[src/rtl/itoa_pkg.sv]
// ----------------------------------------------------------------------------
// itoa_pkg
// Shared types, codes and character helpers for the integer-to-ASCII
// formatter.
// ----------------------------------------------------------------------------
package itoa_pkg;

  localparam int VAL_W    = 64;          // input value width
  localparam int NDIG     = 20;          // decimal digits of 2**64-1
  localparam int HEX_DIG  = VAL_W / 4;   // hex digits of the value
  localparam int BITS_CYC = 4;           // double-dabble bits per cycle
  localparam int CNT_W    = 5;           // character count / index width
  localparam int UDEC_W   = 32;          // width used by unsigned decimal mode

  // Mode codes carried on in_func
  typedef enum logic [1:0] {
    FN_SDEC = 2'd0,
    FN_UDEC = 2'd1,
    FN_HEX  = 2'd2,
    FN_NONE = 2'd3
  } func_t;

  // ASCII codes
  localparam logic [6:0] CH_MINUS = 7'h2d;
  localparam logic [6:0] CH_ZERO  = 7'h30;
  localparam logic [6:0] CH_NINE  = 7'h39;
  localparam logic [6:0] CH_LA    = 7'h61;
  localparam logic [6:0] CH_LF    = 7'h66;
  localparam logic [6:0] CH_X     = 7'h78;

  // Classified job passed from the front to the back
  typedef struct packed {
    logic             is_hex;
    logic             neg;
    logic [VAL_W-1:0] mag;
  } itoa_job_t;

  // Queue status seen by the front and the back
  typedef struct packed {
    logic full;
    logic empty;
  } itoa_qstat_t;

  typedef enum logic [1:0] {
    BK_IDLE,
    BK_CONV,
    BK_COUNT,
    BK_EMIT
  } bk_state_t;

  function automatic logic [6:0] digit_to_ascii(input logic [3:0] d);
    logic [6:0] c;
    if (d < 4'd10) begin
      c = CH_ZERO + {3'b000, d};
    end else begin
      c = CH_LA + {3'b000, d} - 7'd10;
    end
    return c;
  endfunction

endpackage

[src/rtl/integer_to_ascii_formatter_unit.sv]
// ----------------------------------------------------------------------------
// integer_to_ascii_formatter_unit
// Formats a 64-bit value as ASCII text: signed decimal, unsigned 32-bit
// decimal, or 0x-prefixed lowercase hex.
// ----------------------------------------------------------------------------
// One input transfer (in_func, in_value) yields a run of character transfers,
// most significant character first; the final one has out_is_last set and
// carries the run length in out_char_count (0 on all others). in_func 0 is
// signed decimal with '-' for negatives (the most negative value prints all
// 19 digits), 1 is unsigned decimal of the low 32 bits, 2 is "0x" plus hex
// without leading zeros, and 3 is accepted but produces no characters. Zero
// prints as "0" after any prefix. Decimal passes a dequeue state, conversion
// and a sizing state, then emits one character per cycle unless out_ready
// stalls (up to 20 characters); hex skips conversion. The binary-to-BCD
// shifter handles 4 bits of the 64-bit magnitude per cycle. The back ends
// one item before it dequeues the next; the front accepts items into a
// QUEUE_DEPTH-entry queue while the back is busy, so in_ready stays high
// until the queue fills; out_ready stalls only the character emitter.
// ----------------------------------------------------------------------------
module integer_to_ascii_formatter_unit #(
  parameter int QUEUE_DEPTH = 2
) (
  input  logic        clk,
  input  logic        rst_n,
  input  logic        in_valid,
  output logic        in_ready,
  input  logic [1:0]  in_func,
  input  logic [63:0] in_value,
  output logic        out_valid,
  input  logic        out_ready,
  output logic [6:0]  out_text_char,
  output logic        out_is_last,
  output logic [4:0]  out_char_count
);
  import itoa_pkg::*;

  itoa_qstat_t q_stat;
  itoa_job_t   push_job, pop_job;
  logic        q_push, q_pop;

  // front: accept and classify
  itoa_front u_front (
    .in_valid (in_valid),
    .in_ready (in_ready),
    .in_func  (in_func),
    .in_value (in_value),
    .q_stat   (q_stat),
    .q_push   (q_push),
    .q_job    (push_job)
  );

  // decoupling queue
  itoa_queue #(
    .DEPTH (QUEUE_DEPTH)
  ) u_queue (
    .clk    (clk),
    .rst_n  (rst_n),
    .push   (q_push),
    .wr_job (push_job),
    .pop    (q_pop),
    .rd_job (pop_job),
    .stat   (q_stat)
  );

  // back: digit conversion and character emission
  itoa_back u_back (
    .clk            (clk),
    .rst_n          (rst_n),
    .q_stat         (q_stat),
    .q_job          (pop_job),
    .q_pop          (q_pop),
    .out_valid      (out_valid),
    .out_ready      (out_ready),
    .out_text_char  (out_text_char),
    .out_is_last    (out_is_last),
    .out_char_count (out_char_count)
  );

  // count only shows on the final character of a run
  a_count_only_last: assert property (@(posedge clk) disable iff (!rst_n)
    out_valid && !out_is_last |-> out_char_count == 5'd0)
    else $error("char count set on a non-final character");

  // a run always ends in a digit
  a_last_is_digit: assert property (@(posedge clk) disable iff (!rst_n)
    out_valid && out_is_last |->
      (out_text_char >= CH_ZERO && out_text_char <= CH_NINE) ||
      (out_text_char >= CH_LA && out_text_char <= CH_LF))
    else $error("final character is not a digit");

  // prefix characters never end a run
  a_prefix_not_last: assert property (@(posedge clk) disable iff (!rst_n)
    out_valid && (out_text_char == CH_MINUS || out_text_char == CH_X) |-> !out_is_last)
    else $error("prefix character marked final");

  // a nonzero count covers at least the one digit and never exceeds 20
  a_count_range: assert property (@(posedge clk) disable iff (!rst_n)
    out_valid && out_is_last |-> out_char_count != 5'd0 && out_char_count <= 5'd20)
    else $error("char count out of range");

endmodule

[src/rtl/itoa_front.sv]
// ----------------------------------------------------------------------------
// itoa_front
// Accepts input items, decodes the mode and forms the magnitude to convert.
// ----------------------------------------------------------------------------
module itoa_front (
  input  logic                  in_valid,
  output logic                  in_ready,
  input  logic [1:0]            in_func,
  input  logic [63:0]           in_value,
  input  itoa_pkg::itoa_qstat_t q_stat,
  output logic                  q_push,
  output itoa_pkg::itoa_job_t   q_job
);
  import itoa_pkg::*;

  logic take;

  assign in_ready = !q_stat.full;
  assign take     = in_valid && in_ready;

  always_comb begin
    q_job  = '0;
    q_push = 1'b0;
    case (func_t'(in_func))
      FN_SDEC: begin
        q_push     = take;
        q_job.neg  = in_value[VAL_W-1];
        // two's complement magnitude; the most negative value maps to 2**63
        q_job.mag  = in_value[VAL_W-1] ? (~in_value + 64'd1) : in_value;
      end
      FN_UDEC: begin
        q_push    = take;
        q_job.mag = {{(VAL_W-UDEC_W){1'b0}}, in_value[UDEC_W-1:0]};
      end
      FN_HEX: begin
        q_push       = take;
        q_job.is_hex = 1'b1;
        q_job.mag    = in_value;
      end
      default: begin
        q_push = 1'b0;  // unused mode: accepted, produces nothing
      end
    endcase
  end

endmodule

[src/rtl/itoa_queue.sv]
// ----------------------------------------------------------------------------
// itoa_queue
// Short FIFO of classified jobs between the front and the back.
// ----------------------------------------------------------------------------
module itoa_queue #(
  parameter int DEPTH = 2
) (
  input  logic                  clk,
  input  logic                  rst_n,
  input  logic                  push,
  input  itoa_pkg::itoa_job_t   wr_job,
  input  logic                  pop,
  output itoa_pkg::itoa_job_t   rd_job,
  output itoa_pkg::itoa_qstat_t stat
);
  import itoa_pkg::*;

  localparam int PW = (DEPTH > 1) ? $clog2(DEPTH) : 1;
  localparam int CW = $clog2(DEPTH + 1);

  itoa_job_t       ent_r [DEPTH];
  logic [PW-1:0]   wr_ptr_r, wr_ptr_nxt;
  logic [PW-1:0]   rd_ptr_r, rd_ptr_nxt;
  logic [CW-1:0]   cnt_r, cnt_nxt;

  assign stat.full  = (cnt_r == CW'(DEPTH));
  assign stat.empty = (cnt_r == '0);
  assign rd_job     = ent_r[rd_ptr_r];

  always_comb begin
    wr_ptr_nxt = wr_ptr_r;
    rd_ptr_nxt = rd_ptr_r;
    cnt_nxt    = cnt_r;
    if (push) begin
      wr_ptr_nxt = (wr_ptr_r == PW'(DEPTH-1)) ? '0 : wr_ptr_r + PW'(1);
    end
    if (pop) begin
      rd_ptr_nxt = (rd_ptr_r == PW'(DEPTH-1)) ? '0 : rd_ptr_r + PW'(1);
    end
    if (push && !pop) begin
      cnt_nxt = cnt_r + CW'(1);
    end else if (pop && !push) begin
      cnt_nxt = cnt_r - CW'(1);
    end
  end

  always_ff @(posedge clk) begin
    if (!rst_n) begin
      wr_ptr_r <= '0;
      rd_ptr_r <= '0;
      cnt_r    <= '0;
    end else begin
      wr_ptr_r <= wr_ptr_nxt;
      rd_ptr_r <= rd_ptr_nxt;
      cnt_r    <= cnt_nxt;
    end
  end

  always_ff @(posedge clk) begin
    if (push) begin
      ent_r[wr_ptr_r] <= wr_job;
    end
  end

endmodule

[src/rtl/itoa_back.sv]
// ----------------------------------------------------------------------------
// itoa_back
// Converts one job to digits (double-dabble for decimal, direct nibbles for
// hex), sizes the run, then emits characters through an output register.
// ----------------------------------------------------------------------------
module itoa_back (
  input  logic                  clk,
  input  logic                  rst_n,
  input  itoa_pkg::itoa_qstat_t q_stat,
  input  itoa_pkg::itoa_job_t   q_job,
  output logic                  q_pop,
  output logic                  out_valid,
  input  logic                  out_ready,
  output logic [6:0]            out_text_char,
  output logic                  out_is_last,
  output logic [4:0]            out_char_count
);
  import itoa_pkg::*;

  localparam int CONV_STEPS = VAL_W / BITS_CYC;
  localparam int CONV_CW    = $clog2(CONV_STEPS);

  bk_state_t             state_r, state_nxt;
  logic [NDIG-1:0][3:0]  dig_r, dig_nxt, dig_load, dd_dig;
  logic [VAL_W-1:0]      sh_r, sh_nxt, dd_sh;
  logic [CONV_CW-1:0]    conv_cnt_r, conv_cnt_nxt;
  logic [1:0]            pre_len_r, pre_len_nxt;
  logic                  hex_r, hex_nxt;
  logic [CNT_W-1:0]      len_r, len_nxt;
  logic [CNT_W-1:0]      idx_r, idx_nxt;
  logic [CNT_W-1:0]      dig_pos_r, dig_pos_nxt;
  logic [CNT_W-1:0]      ndig_c;
  logic                  out_valid_r, out_valid_nxt;
  logic [6:0]            out_char_r, ch_c;
  logic                  out_last_r, last_c;
  logic [CNT_W-1:0]      out_count_r;
  logic                  load_en, conv_en, size_en, emit_go, conv_done, in_prefix;

  assign conv_done = (conv_cnt_r == CONV_CW'(CONV_STEPS-1));
  assign in_prefix = (idx_r < {3'b000, pre_len_r});
  assign last_c    = (idx_r == len_r - CNT_W'(1));

  // next state
  always_comb begin
    state_nxt = state_r;
    case (state_r)
      BK_IDLE:  if (!q_stat.empty) state_nxt = q_job.is_hex ? BK_COUNT : BK_CONV;
      BK_CONV:  if (conv_done) state_nxt = BK_COUNT;
      BK_COUNT: state_nxt = BK_EMIT;
      BK_EMIT:  if (emit_go && last_c) state_nxt = BK_IDLE;
      default:  state_nxt = BK_IDLE;
    endcase
  end

  // state outputs
  always_comb begin
    load_en = 1'b0;
    conv_en = 1'b0;
    size_en = 1'b0;
    emit_go = 1'b0;
    case (state_r)
      BK_IDLE:  load_en = !q_stat.empty;
      BK_CONV:  conv_en = 1'b1;
      BK_COUNT: size_en = 1'b1;
      BK_EMIT:  emit_go = !out_valid_r || out_ready;
      default:  load_en = 1'b0;
    endcase
  end

  assign q_pop = load_en;

  // hex digits straight from the nibbles
  always_comb begin
    dig_load = '0;
    for (int d = 0; d < HEX_DIG; d++) begin
      dig_load[d] = q_job.mag[4*d +: 4];
    end
  end

  // four double-dabble steps: adjust every digit, then shift one bit in
  always_comb begin
    dd_dig = dig_r;
    dd_sh  = sh_r;
    for (int k = 0; k < BITS_CYC; k++) begin
      for (int d = 0; d < NDIG; d++) begin
        if (dd_dig[d] >= 4'd5) dd_dig[d] = dd_dig[d] + 4'd3;
      end
      for (int d = NDIG-1; d > 0; d--) begin
        dd_dig[d] = {dd_dig[d][2:0], dd_dig[d-1][3]};
      end
      dd_dig[0] = {dd_dig[0][2:0], dd_sh[VAL_W-1]};
      dd_sh     = {dd_sh[VAL_W-2:0], 1'b0};
    end
  end

  // significant digits: highest nonzero digit, at least one
  always_comb begin
    ndig_c = CNT_W'(1);
    for (int d = 1; d < NDIG; d++) begin
      if (dig_r[d] != 4'h0) ndig_c = CNT_W'(d + 1);
    end
  end

  always_comb begin
    if (in_prefix) begin
      if (hex_r) begin
        ch_c = (idx_r == '0) ? CH_ZERO : CH_X;
      end else begin
        ch_c = CH_MINUS;
      end
    end else begin
      ch_c = digit_to_ascii(dig_r[dig_pos_r]);
    end
  end

  always_comb begin
    dig_nxt      = dig_r;
    sh_nxt       = sh_r;
    conv_cnt_nxt = conv_cnt_r;
    pre_len_nxt  = pre_len_r;
    hex_nxt      = hex_r;
    len_nxt      = len_r;
    idx_nxt      = idx_r;
    dig_pos_nxt  = dig_pos_r;
    if (load_en) begin
      hex_nxt      = q_job.is_hex;
      pre_len_nxt  = q_job.is_hex ? 2'd2 : (q_job.neg ? 2'd1 : 2'd0);
      conv_cnt_nxt = '0;
      sh_nxt       = q_job.mag;
      dig_nxt      = q_job.is_hex ? dig_load : '0;
    end
    if (conv_en) begin
      dig_nxt      = dd_dig;
      sh_nxt       = dd_sh;
      conv_cnt_nxt = conv_cnt_r + CONV_CW'(1);
    end
    if (size_en) begin
      len_nxt     = {3'b000, pre_len_r} + ndig_c;
      dig_pos_nxt = ndig_c - CNT_W'(1);
      idx_nxt     = '0;
    end
    if (emit_go) begin
      idx_nxt = idx_r + CNT_W'(1);
      if (!in_prefix) dig_pos_nxt = dig_pos_r - CNT_W'(1);
    end
  end

  always_comb begin
    out_valid_nxt = out_valid_r;
    if (emit_go) begin
      out_valid_nxt = 1'b1;
    end else if (out_ready) begin
      out_valid_nxt = 1'b0;
    end
  end

  always_ff @(posedge clk) begin
    if (!rst_n) begin
      state_r     <= BK_IDLE;
      out_valid_r <= 1'b0;
    end else begin
      state_r     <= state_nxt;
      out_valid_r <= out_valid_nxt;
    end
  end

  always_ff @(posedge clk) begin
    dig_r      <= dig_nxt;
    sh_r       <= sh_nxt;
    conv_cnt_r <= conv_cnt_nxt;
    pre_len_r  <= pre_len_nxt;
    hex_r      <= hex_nxt;
    len_r      <= len_nxt;
    idx_r      <= idx_nxt;
    dig_pos_r  <= dig_pos_nxt;
    if (emit_go) begin
      out_char_r  <= ch_c;
      out_last_r  <= last_c;
      out_count_r <= last_c ? len_r : '0;
    end
  end

  assign out_valid      = out_valid_r;
  assign out_text_char  = out_char_r;
  assign out_is_last    = out_last_r;
  assign out_char_count = out_count_r;

endmodule

[config.mk]
export PLATFORM = sky130hd
export DESIGN_NAME = integer_to_ascii_formatter_unit
export DESIGN_NICKNAME = d
export VERILOG_FILES = /design/src/rtl/itoa_pkg.sv /design/src/rtl/integer_to_ascii_formatter_unit.sv /design/src/rtl/itoa_front.sv /design/src/rtl/itoa_queue.sv /design/src/rtl/itoa_back.sv
export SDC_FILE = /design/constraint.sdc
export NUM_CORES = 1
export LEC_CHECK = 0
export BUFFER_PORTS_ARGS = -buffer_cell sky130_fd_sc_hd__buf_4
export CAP_MARGIN = 20
export CORE_AREA = 2 2 296 298
export DETAILED_ROUTE_END_ITERATION = 6
export DIE_AREA = 0 0 298 300
export PLACE_DENSITY = 0.5
export SKIP_CTS_REPAIR_TIMING = 1
export SLEW_MARGIN = 20
export SYNTH_ARGS = -nofsm -noshare
export SYNTH_HDL_FRONTEND = slang
export SYNTH_SLANG_ARGS = --single-unit
[constraint.sdc]
create_clock -name clk -period 7.1 [get_ports clk]
set_clock_uncertainty 0.15 [all_clocks]
set_input_delay 1.42 -clock clk [delete_from_list [all_inputs] [get_ports clk]]
set_output_delay 1.42 -clock clk [all_outputs]
set_load 0.05 [all_outputs]
==> run summary <==
CP endpoint kind: flip-flop
Syn Inst Count: 2737
Outcome: finished, final reports clean
Sequential area share after synthesis: 36.7%
RD Place Congestion: 0.816
Commonest non-fill, non-tap cell in the layout: edfxtp_1
Mapped Area: 25600 um^2
Global-route wire length before repair: 105 mm
Netlist cell types: 105
TritonRoute pass-1 iters: 4
Initial DRC Count: 1290
Diode count: 0
CP arrival: 5.73 ns
Syn_area_per_cell: 9.37 um^2
R2R Setup Slk: 1.51 ns
CORE AREA: 86200 um^2
Final Cycle Share: 78.7%
Root Driver: clkbuf_16
Rows: 108
Total Wirelength: 66.0 mm
DIE AREA: 89400 um^2
EDFF count, synth: 302
DR WL/cell: 16.7 um
Post-Syn Nets: 2986
Number of setup violations in the final report: 0
Remaining DRCs: 0
Ys async rst share: 0%
Total Routing Usage GR: 14.4%
Vias post-DR: 19.9k
Slew Viols, Final: 0
Initial antenna violation count: 0
Commonest non-fill, non-tap cells in the layout: 302 x edfxtp_1, 248 x nand2_1, 208 x inv_1, 205 x nor2_1, 177 x ha_1
Nets: 3010
Endpoints failing hold: 0
Share of layout cells above drive strength 1: 9.68%
CTS tree: done
Normalized max-slew margin: 38.0%
Io pins: 85
Syn-to-layout area delta: 11.8%
Unrepaired setup endpoints after global routing: false
Final setup TNS: 0 ns
Die X-Extent: 298 um
Vias per Instance: 5.05
Worst-path clk slew: 0.06 ns
Vias in the first global route: 18.8k
Seq cells post-synth: 319
Max_cap viols: 0
Largest net degree at the start of global routing: 195
Critical Path Source Type: flip-flop
CTS sink count: 319
Die Y: 300 um
Gr ovfl total: 0
I/O Buffers: 84
Critical path type: flip-flop to flip-flop
Synth Flop Type: edfxtp_1
CTS Buffer Depth: 3
Slew @ Worst Pin: 0.931 ns
Synth warn: 0
Fmax: 179 MHz
Starting density of the core: 29.8%
Critical path fanouts, max: 9
Post-DRT Antenna Nets: 0
Worst-Skew Late Latency: 0.57 ns
Fillcell total: 8976
TritonCTS Buffers: 38
HPWL after detailed placement: 49.8 mm
Worst Path Required: 7.24 ns
Min-Delay Path Class: flip-flop to flip-flop
H-tree Lvls: 2
Min Tclk post-route: 5.59 ns
Fin util: 33.3%
==> cell usage after synthesis (14+ instances only) <==
library cell,number,share of area (%)
a211o_1,34,1.2
a211oi_1,34,1.0
a21o_1,37,1.1
a21oi_1,103,2.0
a31oi_1,22,0.54
and2_1,50,1.2
buf_2,14,0.27
clkbuf_1,88,1.3
dfxtp_1,17,1.3
edfxtp_1,302,35
ha_1,178,8.7
inv_1,209,3.1
mux2_2,26,1.1
mux2i_1,143,5.6
mux4_2,20,1.8
nand2_1,249,3.6
nand2b_1,73,1.8
nand3_1,43,0.84
nor2_1,207,3.0
nor2b_1,49,1.2
nor3_1,44,0.86
nor3b_1,28,0.82
o2111ai_1,21,0.72
o211ai_1,40,1.2
o21a_1,25,0.73
o21ai_0,136,2.7
o21ai_1,14,0.27
o31ai_1,89,2.6
or3_1,76,1.9
or3b_2,16,0.55
xnor2_1,66,2.3
xor2_1,37,1.3
==> state kept, by name, indices dropped and copies added, names as in the netlist, 2 cells and up, named ones only <==
| signal | cells |
|---|---|
| u_queue.cnt_r | 2 |
| u_back.dig_pos_r | 5 |
| u_back.out_text_char | 7 |
| u_back.sh_r | 64 |
| u_back.idx_r | 5 |
| u_back.out_char_count | 5 |
| u_back.pre_len_r | 2 |
| u_back.dig_r | 80 |
| u_back.state_r | 2 |
| u_back.len_r | 5 |
| u_queue.ent_r | 132 |
| u_back.conv_cnt_r | 4 |
==> worst paths after layout <==
path / from / endpoint / cells after the start
max: u_back.dig_r[49] / u_back.dig_r[49] / 22
min: u_back.sh_r[2] / u_back.sh_r[2] / 2
max reg2reg: u_back.dig_r[49] / u_back.dig_r[49] / 22
min reg2reg: u_back.sh_r[2] / u_back.sh_r[2] / 2
==> area by class of cell <==
type                            count  area, um^2  area share, %
Clock inverter                     25         246          0.859
Clock buffer                       44         983           3.43
Sequential cell                   319        9410           32.8
Inverter                          211         792           2.76
Tap cell                         1155        1450           5.04
Timing Repair Buffer               98         768           2.68
Multi-Input combinational cell   2093       15000           52.4
==> kinds of logic (layout without fill, tap and decap cells) <==
logic type                 count (synthesis)  after routing  synth area share [%]
buffers and inverters                    325            378                  4.94
DFF                                      319            319                  36.7
xor gates and xnor gates                 104            104                  3.58
AOI/OAI and AO/OA                        689            689                  18.8
and+or+nand+nor                          929            929                  18.6
adders and majority gates                179            179                  8.76
other                                      1              1                0.0146
muxes                                    191            191                  8.67
==> metal layers <==
| layer | up-vias | wire [um] | share of wire (%) | global-route usage [%] |
|---|---|---|---|---|
| met3 | 64 | 2120 | 3.2 | 1.59 |
| met1 | 9391 | 33000 | 50 | 20.8 |
| li1 | 10200 | - | - | - |
| met4 | 0 | 1070 | 1.6 | 2.98 |
| met5 | - | 0 | 0 | 0 |
| met2 | 296 | 29800 | 45 | 23.3 |
==> critical path, cell delays in order, from the launching register on <==
cell and delay [ns]:
edfxtp_1 0.44, inv_1 0.15, ha_1 0.32, and2b_1 0.24, a2bb2oi_1 0.28, nand2_1 0.14, ha_1 0.22, nor2b_1 0.25
o21bai_1 0.10, a221oi_1 0.57, xor2_1 0.24, inv_1 0.10, ha_1 0.23, nand2b_1 0.12, nand3_1 0.08, mux2_2 0.31
a211oi_1 0.33, or2_2 0.20, inv_1 0.06, ha_1 0.22, nor2b_1 0.18, o2111ai_1 0.22, o211ai_1 0.15
==> through the flow <==
step / instances / hold slack (ns) / instance area, um^2 / setup WS, ns
6_report: 3945 / 0.350 / 28700 / 1.51
5_1_grt: 3945 / 0.377 / 28700 / 1.03
4_1_cts: 3944 / 0.354 / 28700 / 1.55
3_5_place_dp: 3875 / 0.341 / 27400 / 1.63
3_3_place_gp: 3875 / 0.332 / 27400 / 1.62
2_1_floorplan: 2737 / 0.315 / 25600 / 1.71
Power is not shown: default switching activity piles up to over one toggle a cycle in this logic, so the estimate is an artifact.
